$ cat config.mk
export PLATFORM = sky130hd
export DESIGN_NAME = tcc_cell
export DESIGN_NICKNAME = d
export VERILOG_FILES = /design/src/hw/rtl/tcc_pkg.sv /design/src/hw/rtl/tcc_cell.sv
export SDC_FILE = /design/constraint.sdc
export NUM_CORES = 1
export LEC_CHECK = 0
export BUFFER_PORTS_ARGS = -buffer_cell sky130_fd_sc_hd__buf_2
export CAP_MARGIN = 0
export CELL_PAD_IN_SITES_DETAIL_PLACEMENT = 0
export CELL_PAD_IN_SITES_GLOBAL_PLACEMENT = 1
export CORE_AREA = 2 2 166 168
export DETAILED_ROUTE_END_ITERATION = 8
export DIE_AREA = 0 0 168 170
export HOLD_SLACK_MARGIN = 0.03
export PLACE_DENSITY_LB_ADDON = 0.1
export SETUP_SLACK_MARGIN = 0.4
export SLEW_MARGIN = 20
export SYNTH_ARGS = -nofsm -noshare
export SYNTH_HDL_FRONTEND = slang
export SYNTH_SLANG_ARGS = --single-unit
$ cat constraint.sdc
create_clock -name clk -period 3.4 [get_ports clk]
set_input_delay 0 -clock clk [delete_from_list [all_inputs] [get_ports clk]]
set_output_delay 0 -clock clk [all_outputs]
set_load 0.01 [all_outputs]
$ cat src/hw/rtl/tcc_pkg.sv
// shared types and constants for the transpose tag cache
package tcc_pkg;

  localparam int unsigned WORD_W      = 32;
  localparam int unsigned LIMIT_W     = 7;
  localparam logic [LIMIT_W-1:0] LIMIT_RESET = 7'd64;

  localparam logic CMD_LOOKUP  = 1'b0;
  localparam logic CMD_ADD     = 1'b1;
  localparam logic STATUS_OK   = 1'b0;
  localparam logic STATUS_MISS = 1'b1;

  // one cached descriptor
  typedef struct packed {
    logic [WORD_W-1:0] tag_index;
    logic [WORD_W-1:0] tag_type;
    logic [WORD_W-1:0] tag_count;
  } entry_t;

  // per-cell update control
  typedef struct packed {
    logic cmp_en;      // capture the key compare
    logic load_new;    // store the incoming word
    logic take_left;   // take the word of the cell ahead
    logic take_right;  // take the word of the cell behind
  } cell_ctl_t;

endpackage

$ cat src/hw/rtl/tcc_cell.sv
// one list position: holds an entry, compares it and swaps with neighbors
module tcc_cell (
  input  logic                          clk,
  input  logic                          rst_n,
  input  tcc_pkg::cell_ctl_t            ctl,
  input  logic [tcc_pkg::WORD_W-1:0]    key,
  input  tcc_pkg::entry_t               new_word,
  input  tcc_pkg::entry_t               left_word,
  input  tcc_pkg::entry_t               right_word,
  output tcc_pkg::entry_t               word,
  output logic                          match
);
  import tcc_pkg::*;

  entry_t word_r;
  entry_t word_nxt;
  logic   match_r;

  always_comb begin
    word_nxt = word_r;
    if (ctl.load_new) begin
      word_nxt = new_word;
    end else if (ctl.take_left) begin
      word_nxt = left_word;
    end else if (ctl.take_right) begin
      word_nxt = right_word;
    end
  end

  // entry data carries no reset
  always_ff @(posedge clk) begin
    word_r <= word_nxt;
  end

  always_ff @(posedge clk) begin
    if (!rst_n) begin
      match_r <= 1'b0;
    end else if (ctl.cmp_en) begin
      match_r <= (word_r.tag_index == key);
    end
  end

  assign word  = word_r;
  assign match = match_r;

endmodule

Yosys cells after proc, flatten, opt, wreduce, memory -nomap -nowiden
Index checks and enable logic that the tools add are counted.
- input bits: 326
- register bits after elaboration: 97
- word-level logic and storage cells: 9
- muxes and demuxes: 3
- eq/ne operators: 1
- reduce and logical (&&, ||, !) cells: 1
- operator list (operator ; count):
    two-way mux 96 bit ; 3
    == test 32 bit ; 1
    nonzero test 3 bit ; 1

Depth between registers and ports, before layout
Gate-level depths: netlist of the first run.
- depth in word-level cells: 3
- mapped depth: 5
- depth with buffers taken out: 5

Worst setup path after synthesis of the first run
No wires, ideal clock.
- kind: input port to flip-flop
- from: in ctl[1] in the netlist's numbering
- to: reg word_r, in the netlist word[0], enable pin
- cell stages on the path: 3
- arrival time: 2.535 ns
- slack: 0.405 ns
- buffers on the path: 2
- path through: clkbuf_1 > buf_2 > or3_1
- cells in the longest elaborated chain, start to end: 1
- RTL lines (item ; RTL line ; source):
    from (decl) ; tcc_cell.sv:5 ; input tcc_pkg::cell_ctl_t ctl,
    nonzero test 3 bit (no source line) ; n/a ;
    to (signal assigned) ; tcc_cell.sv:32 ; word_r <= word_nxt;
    to (decl) ; tcc_cell.sv:15 ; entry_t word_r;
Every way passes these cells.
A chain may end at the register's enable or synchronous reset.

Worst setup path after layout of the first run
- from: reg word_r, in the netlist word[83]
- to: reg match_r, in the netlist match
- cells in the longest elaborated chain, start to end: 1
- RTL lines (item ; RTL line ; source):
    == test 32 bit ; tcc_cell.sv:39 ; match_r <= (word_r.tag_index == key);
    to (signal assigned) ; tcc_cell.sv:39 ;
    to (decl) ; tcc_cell.sv:17 ; logic match_r;
Every way passes these cells.

==> results_dict.tcl, run 1 <==
set metrics [dict create \
    overflow 0 \
    synth_area_sq_um 5200 \
    pin_count 423 \
    cts_num_sinks 97 \
    hold_viol_final 0 \
    die_h_microns 170 \
    drtIter0Drc 186 \
    p_seq_share_pct 44.5 \
    hp-start "right_word[33]" \
    r2r_cells 6 \
    hold_class "in2reg" \
    skew_ns 0.00718 \
    r2r_end "match" \
    n_antenna_cell 0 \
    post-route-min-period_ns 2.37 \
    grt_pass1_wl_microns 30500 \
    wl_per_cell_microns 15.5 \
    wl_microns 20900 \
    path_clk_slew_ns 0.07 \
    cts_made_buffers 9 \
    syn_to_final_growth_pct 79.5 \
    startpoint "word[83]" \
    grt_pass1_vias 5507 \
    postRouteAntennaNets 0 \
    clock-root-buffer "clkbuf_16" \
    rrSetupSlack_ns 1.03 \
    postSynthCellCount 463 \
    critPathKind "reg2reg" \
    die_w_microns 168 \
    antenna_found_initial 0 \
    max_slew_margin_pct 42.6 \
    fill_cells 2798 \
    htree_levels 3 \
    yosys_warnings 0 \
    grt_util_met3_pct 4.63 \
    worstPathRequired_ns 3.69 \
    drv_cap 0 \
    start_util_pct 19.5 \
    synth_cell_types 16 \
    die_area_sq_um 28600 \
    hpwl_microns 16300 \
    worstSetupStartpointType "register" \
    synth_area_leaders "edfxtp_1 55%, mux2i_1 18%, o21ai_0 9.2%" \
    synth_top_area_cell "edfxtp_1" \
    portBuffers 422 \
    critPathCaptureType "register" \
    p_sw_mw 0.917 \
    power_per_cell_area_nw_per_um2 367 \
    status "finished, final reports clean" \
    top_usage_layer "met2" \
    worstReg2RegStart "word[83]" \
    clock.fmax_mhz 422 \
    setup_tns_ns 0 \
    worst-path-max-fanout 2 \
    drv_slew 0 \
    power.internal_mw 2.51 \
    coreArea_sq_um 26700 \
    postCtsResizedCells 0 \
    tightest_slew_ns 0.861 \
    remaining_drc_errors 0 \
    gp_congestion 0.742 \
    grtUsageTotal_pct 14.1 \
    met2_usage_pct 26.7 \
    synth-seq-cells 97 \
    rsz0062_at_grt "no" \
    peakVddDrop_mv 0.178 \
    swShare_pct 26.8 \
    power.leakage_nw 4.48 \
    synth_area_per_cell_sq_um 11.2 \
    synth_fp_nets 789 \
    vias 5385 \
    clock_path_buffers 2 \
    clkLatencyLatePin_ns 0.35 \
    dr.pass1.iters 4 \
    setup_viol 0 \
    fin_crit_sh_pct 69.6 \
    met1_usage_pct 15.3 \
    grt_max_degree 97 \
    finalPower_mw 3.43 \
    cts_tree "yes" \
    clkPwrFrac_pct 30.5 \
    drive_gt1_share_pct 43.7 \
    viasPerCell 3.99 \
    holdPathStages 3 \
    nets 1331 \
    placement_rows 60 \
    pwr-share-comb_pct 25.0 \
    yosysTopAreaCellShare_pct 55.4 \
    synth-seq-area-share_pct 55.8 \
    min_to "word[33]" \
    arrival_ns 2.66 \
]
worst max-delay path, cell delays in order, from the launching register on:
cell,delay (ns)
edfxtp_1,0.41
xor2_1,0.16
nor4_1,0.32
nand4_1,0.20
or4_1,0.56
o21ai_1,0.12
dlygate4sd3_1,0.55
power groups by stage:
stage          clock network [mW]  registers, mW  logic, mW
6_report                     1.04           1.52      0.858
5_1_grt                      1.12           1.54      0.949
4_1_cts                      1.10           1.53      0.879
3_5_place_dp                    0           1.55      0.732
3_3_place_gp                    0           1.55      0.744
2_1_floorplan                   0           1.63      0.231
stage by stage:
stage	instance area (sq um)	setup slack, ns	utilization (%)	instances	hold WS [ns]
4_1_cts	9340	0.984	35.1	1350	0.0303
3_5_place_dp	7680	1.50	28.8	1198	0.262
3_3_place_gp	7680	1.52	28.8	1198	0.263
5_1_grt	9340	0.801	35.1	1350	0.0532
6_report	9340	1.03	35.1	1350	0.0352
2_1_floorplan	5200	0.405	-	463	0.146
cell families after synthesis:
group	count (synthesis)	synth area share, %
AO/OA/AOI/OAI	97	9.33
XOR/XNOR	32	5.38
buffers and inverters	32	2.55
flip-flops	97	55.8
multiplexers	96	18.5
AND/OR/NAND/NOR	109	8.51
cells in the mapped netlist:
library cell and count:
clkbuf_1 22, xor2_1 20, dfxtp_1 1, nand2_1 96, mux2i_1 96, o21ai_0 96
or3_1 1, or4_1 1, nand4_1 4, edfxtp_1 96, o21ai_1 1, nand3b_1 1
buf_2 10, nor4_1 5, xnor2_1 12, nand3_1 1
registers in the layout, indices dropped and copies added, names as in the netlist:
signal  count
word       96
match       1
placed cells by master (no fill, tap or decap), types with 2 or more instances in the layout:
| cell | instances |
|---|---|
| buf_12 | 2 |
| buf_2 | 420 |
| buf_4 | 3 |
| clkbuf_16 | 9 |
| dlygate4sd3_1 | 137 |
| edfxtp_1 | 96 |
| inv_6 | 2 |
| mux2i_1 | 96 |
| nand2_1 | 96 |
| nand4_1 | 4 |
| nor4_1 | 5 |
| o21ai_0 | 96 |
| xnor2_1 | 12 |
| xor2_1 | 20 |
routing by layer:
layer | vias up | wire, microns
met3 | 7 | 1900
li1 | 2761 | -
met1 | 2346 | 8030
met4 | 0 | 140
met2 | 271 | 10800
met5 | - | 0
area by class of cell:
cell class              instances  area, sq um  area share, %
repair buffers                563         3550           38.0
flip-flops and latches         97         2900           31.1
multi-input cells             334         2170           23.3
well taps                     341          427           4.57
clock buffers                  10          229           2.45
clock inverters                 5         63.8          0.683
repair_timing:
| action | in CTS | in global routing |
|---|---|---|
| hold endpoints to repair | 95 | 0 |
| buffers inserted | 0 | 0 |
| hold buffers | 137 | 0 |
how the worst max path moves through the flow:
stage          endpoint  cells after the start
3_5_place_dp   word[68]                      3
4_1_cts           match                      6
3_3_place_gp   word[68]                      3
6_report          match                      6
5_1_grt           match                      6
2_1_floorplan   word[0]                      3
No activity file was read; power rests on OpenSTA's default activity.
==> run 2: changes to the inputs <==
Clock period 3.4 ns to 2.38 ns, I/O delays scaled along.
==> results_dict.tcl, run 2 (synthesized netlist as in run 1, its figures left out) <==
set metrics [dict create \
    register_area_sq_um 2900 \
    die_area_sq_um 28600 \
    start_util_pct 19.5 \
    skew_ns 0.0122 \
    setup_tns_ns 0 \
    crit_chain "xor2_2, nor4_4, nand4_1, or4_1, o21ai_1" \
    syn_to_final_growth_pct 82.8 \
    largest_reg_flops 96 \
    cts_tree "yes" \
    fill_cells 2845 \
    critPathCaptureType "register" \
    peakVddDrop_mv 0.184 \
    status "finished, final reports clean" \
    wl_microns 21800 \
    die_w_microns 168 \
    min_to "word[53]" \
    arrival_ns 2.10 \
    cp_slowest_cell "or4_1" \
    worstPathRequired_ns 2.67 \
    drv_slew 0 \
    remaining_drc_errors 0 \
    antenna_found_initial 4 \
    portBuffers 422 \
    post-route-min-period_ns 1.82 \
    multi_input_area_sq_um 2200 \
    pin_count 423 \
    critical-path-top-delay-family "simple AND/OR/NAND/NOR gates" \
    holdWs_ns 0.0387 \
    worstSetupStartpointType "register" \
    grtUsageTotal_pct 14.6 \
    worst-path-max-fanout 2 \
    mostFrequentLayoutCells "420 x buf_2, 145 x dlygate4sd3_1" \
    holdPathStages 3 \
    max_slew_margin_pct 60.4 \
    r2r_end "match" \
    dr.pass1.iters 4 \
    hp-start "right_word[53]" \
    fin_crit_sh_pct 76.5 \
    clock_path_buffers 2 \
    cts_made_buffers 9 \
    critPathKind "reg2reg" \
    setup_viol 0 \
    clock.fmax_mhz 550 \
    grt_pass1_wl_microns 31400 \
    hold_class "in2reg" \
    crit_path_max_incr_delay_ns 0.50 \
    die_h_microns 170 \
    rsz0062_at_grt "no" \
    worstReg2RegStart "word[67]" \
    dp.cells 1199 \
    coreArea_sq_um 26700 \
    tightest_slew_ns 0.593 \
    gp_congestion 0.726 \
    clkLatencyLatePin_ns 0.34 \
    drive_gt1_share_pct 43.5 \
    viasPerCell 4.02 \
    drtIter0Drc 208 \
    finalPower_mw 5.02 \
    power.leakage_nw 4.55 \
    grt_pass1_vias 5532 \
    postPlaceCellArea_sq_um 7720 \
    final_cells 1361 \
    power_per_cell_area_nw_per_um2 528 \
    path_clk_slew_ns 0.08 \
    hold_viol_final 0 \
    final_common_cell "buf_2" \
    overflow 0 \
    cp.buffers_inverters 0 \
    cts_num_sinks 97 \
    r2r_cells 5 \
    hpwl_microns 16700 \
    postRouteAntennaNets 0 \
    drv_cap 0 \
    vias 5476 \
    htree_levels 3 \
    placement_rows 60 \
    rrSetupSlack_ns 0.56 \
    grt_max_degree 107 \
    postCtsSetupBuffers 0 \
    wl_per_cell_microns 16.0 \
    clock-root-buffer "clkbuf_16" \
    design_area_sq_um 9510 \
    nets 1340 \
]
run 2: layer usage:
metal	up-vias	track usage (%)	wire length [microns]
met5	-	0	13
met4	2	4.95	433
met3	20	4.70	2040
met2	271	27.1	11200
met1	2404	15.7	8130
li1	2779	-	-
run 2: what timing repair did:
item	CTS	global route
hold buffers	145	0
pin swaps	0	3
gates resized for setup	1	2
cloned	0	0
setup endpoints to repair	1	1
hold endpoints to repair	91	0
run 2: final cells by class:
type | instances | area share, %
sequential | 97 | 30.5
multi-input combinational | 334 | 23.1
clock inverter | 5 | 0.842
clock buffer | 10 | 2.41
tap | 341 | 4.49
timing repair buffer | 572 | 38.6
antenna | 2 | 0.0526
run 2: power by group:
part           switching (mW)  internal, mW
sequential             0.0703          2.10
combinational           0.584         0.687
clock                   0.662         0.918
run 2: worst max path at each step:
| stage | startpoint | end | slack [ns] | cells past startpoint |
|---|---|---|---|---|
| detailed placement | word[76] | match | 0.27 | 5 |
| global route | word[82] | match | 0.42 | 5 |
| finish | word[67] | match | 0.56 | 5 |
| floorplan | word[76] | match | 0.75 | 5 |
| CTS | word[76] | match | 0.41 | 5 |
| global placement | word[76] | match | 0.35 | 5 |
run 2: tightest hold or removal path, cell delays in order:
cell     delay (ns)
buf_2          0.08
mux2i_1        0.06
o21ai_0        0.14
run 2: metrics by stage:
step,setup slack (ns),util [%]
after CTS,0.406,35.6
after global placement,0.346,29.0
after global routing,0.416,35.7
final,0.560,35.7
after floorplan,0.750,-
after detailed placement,0.268,29.0
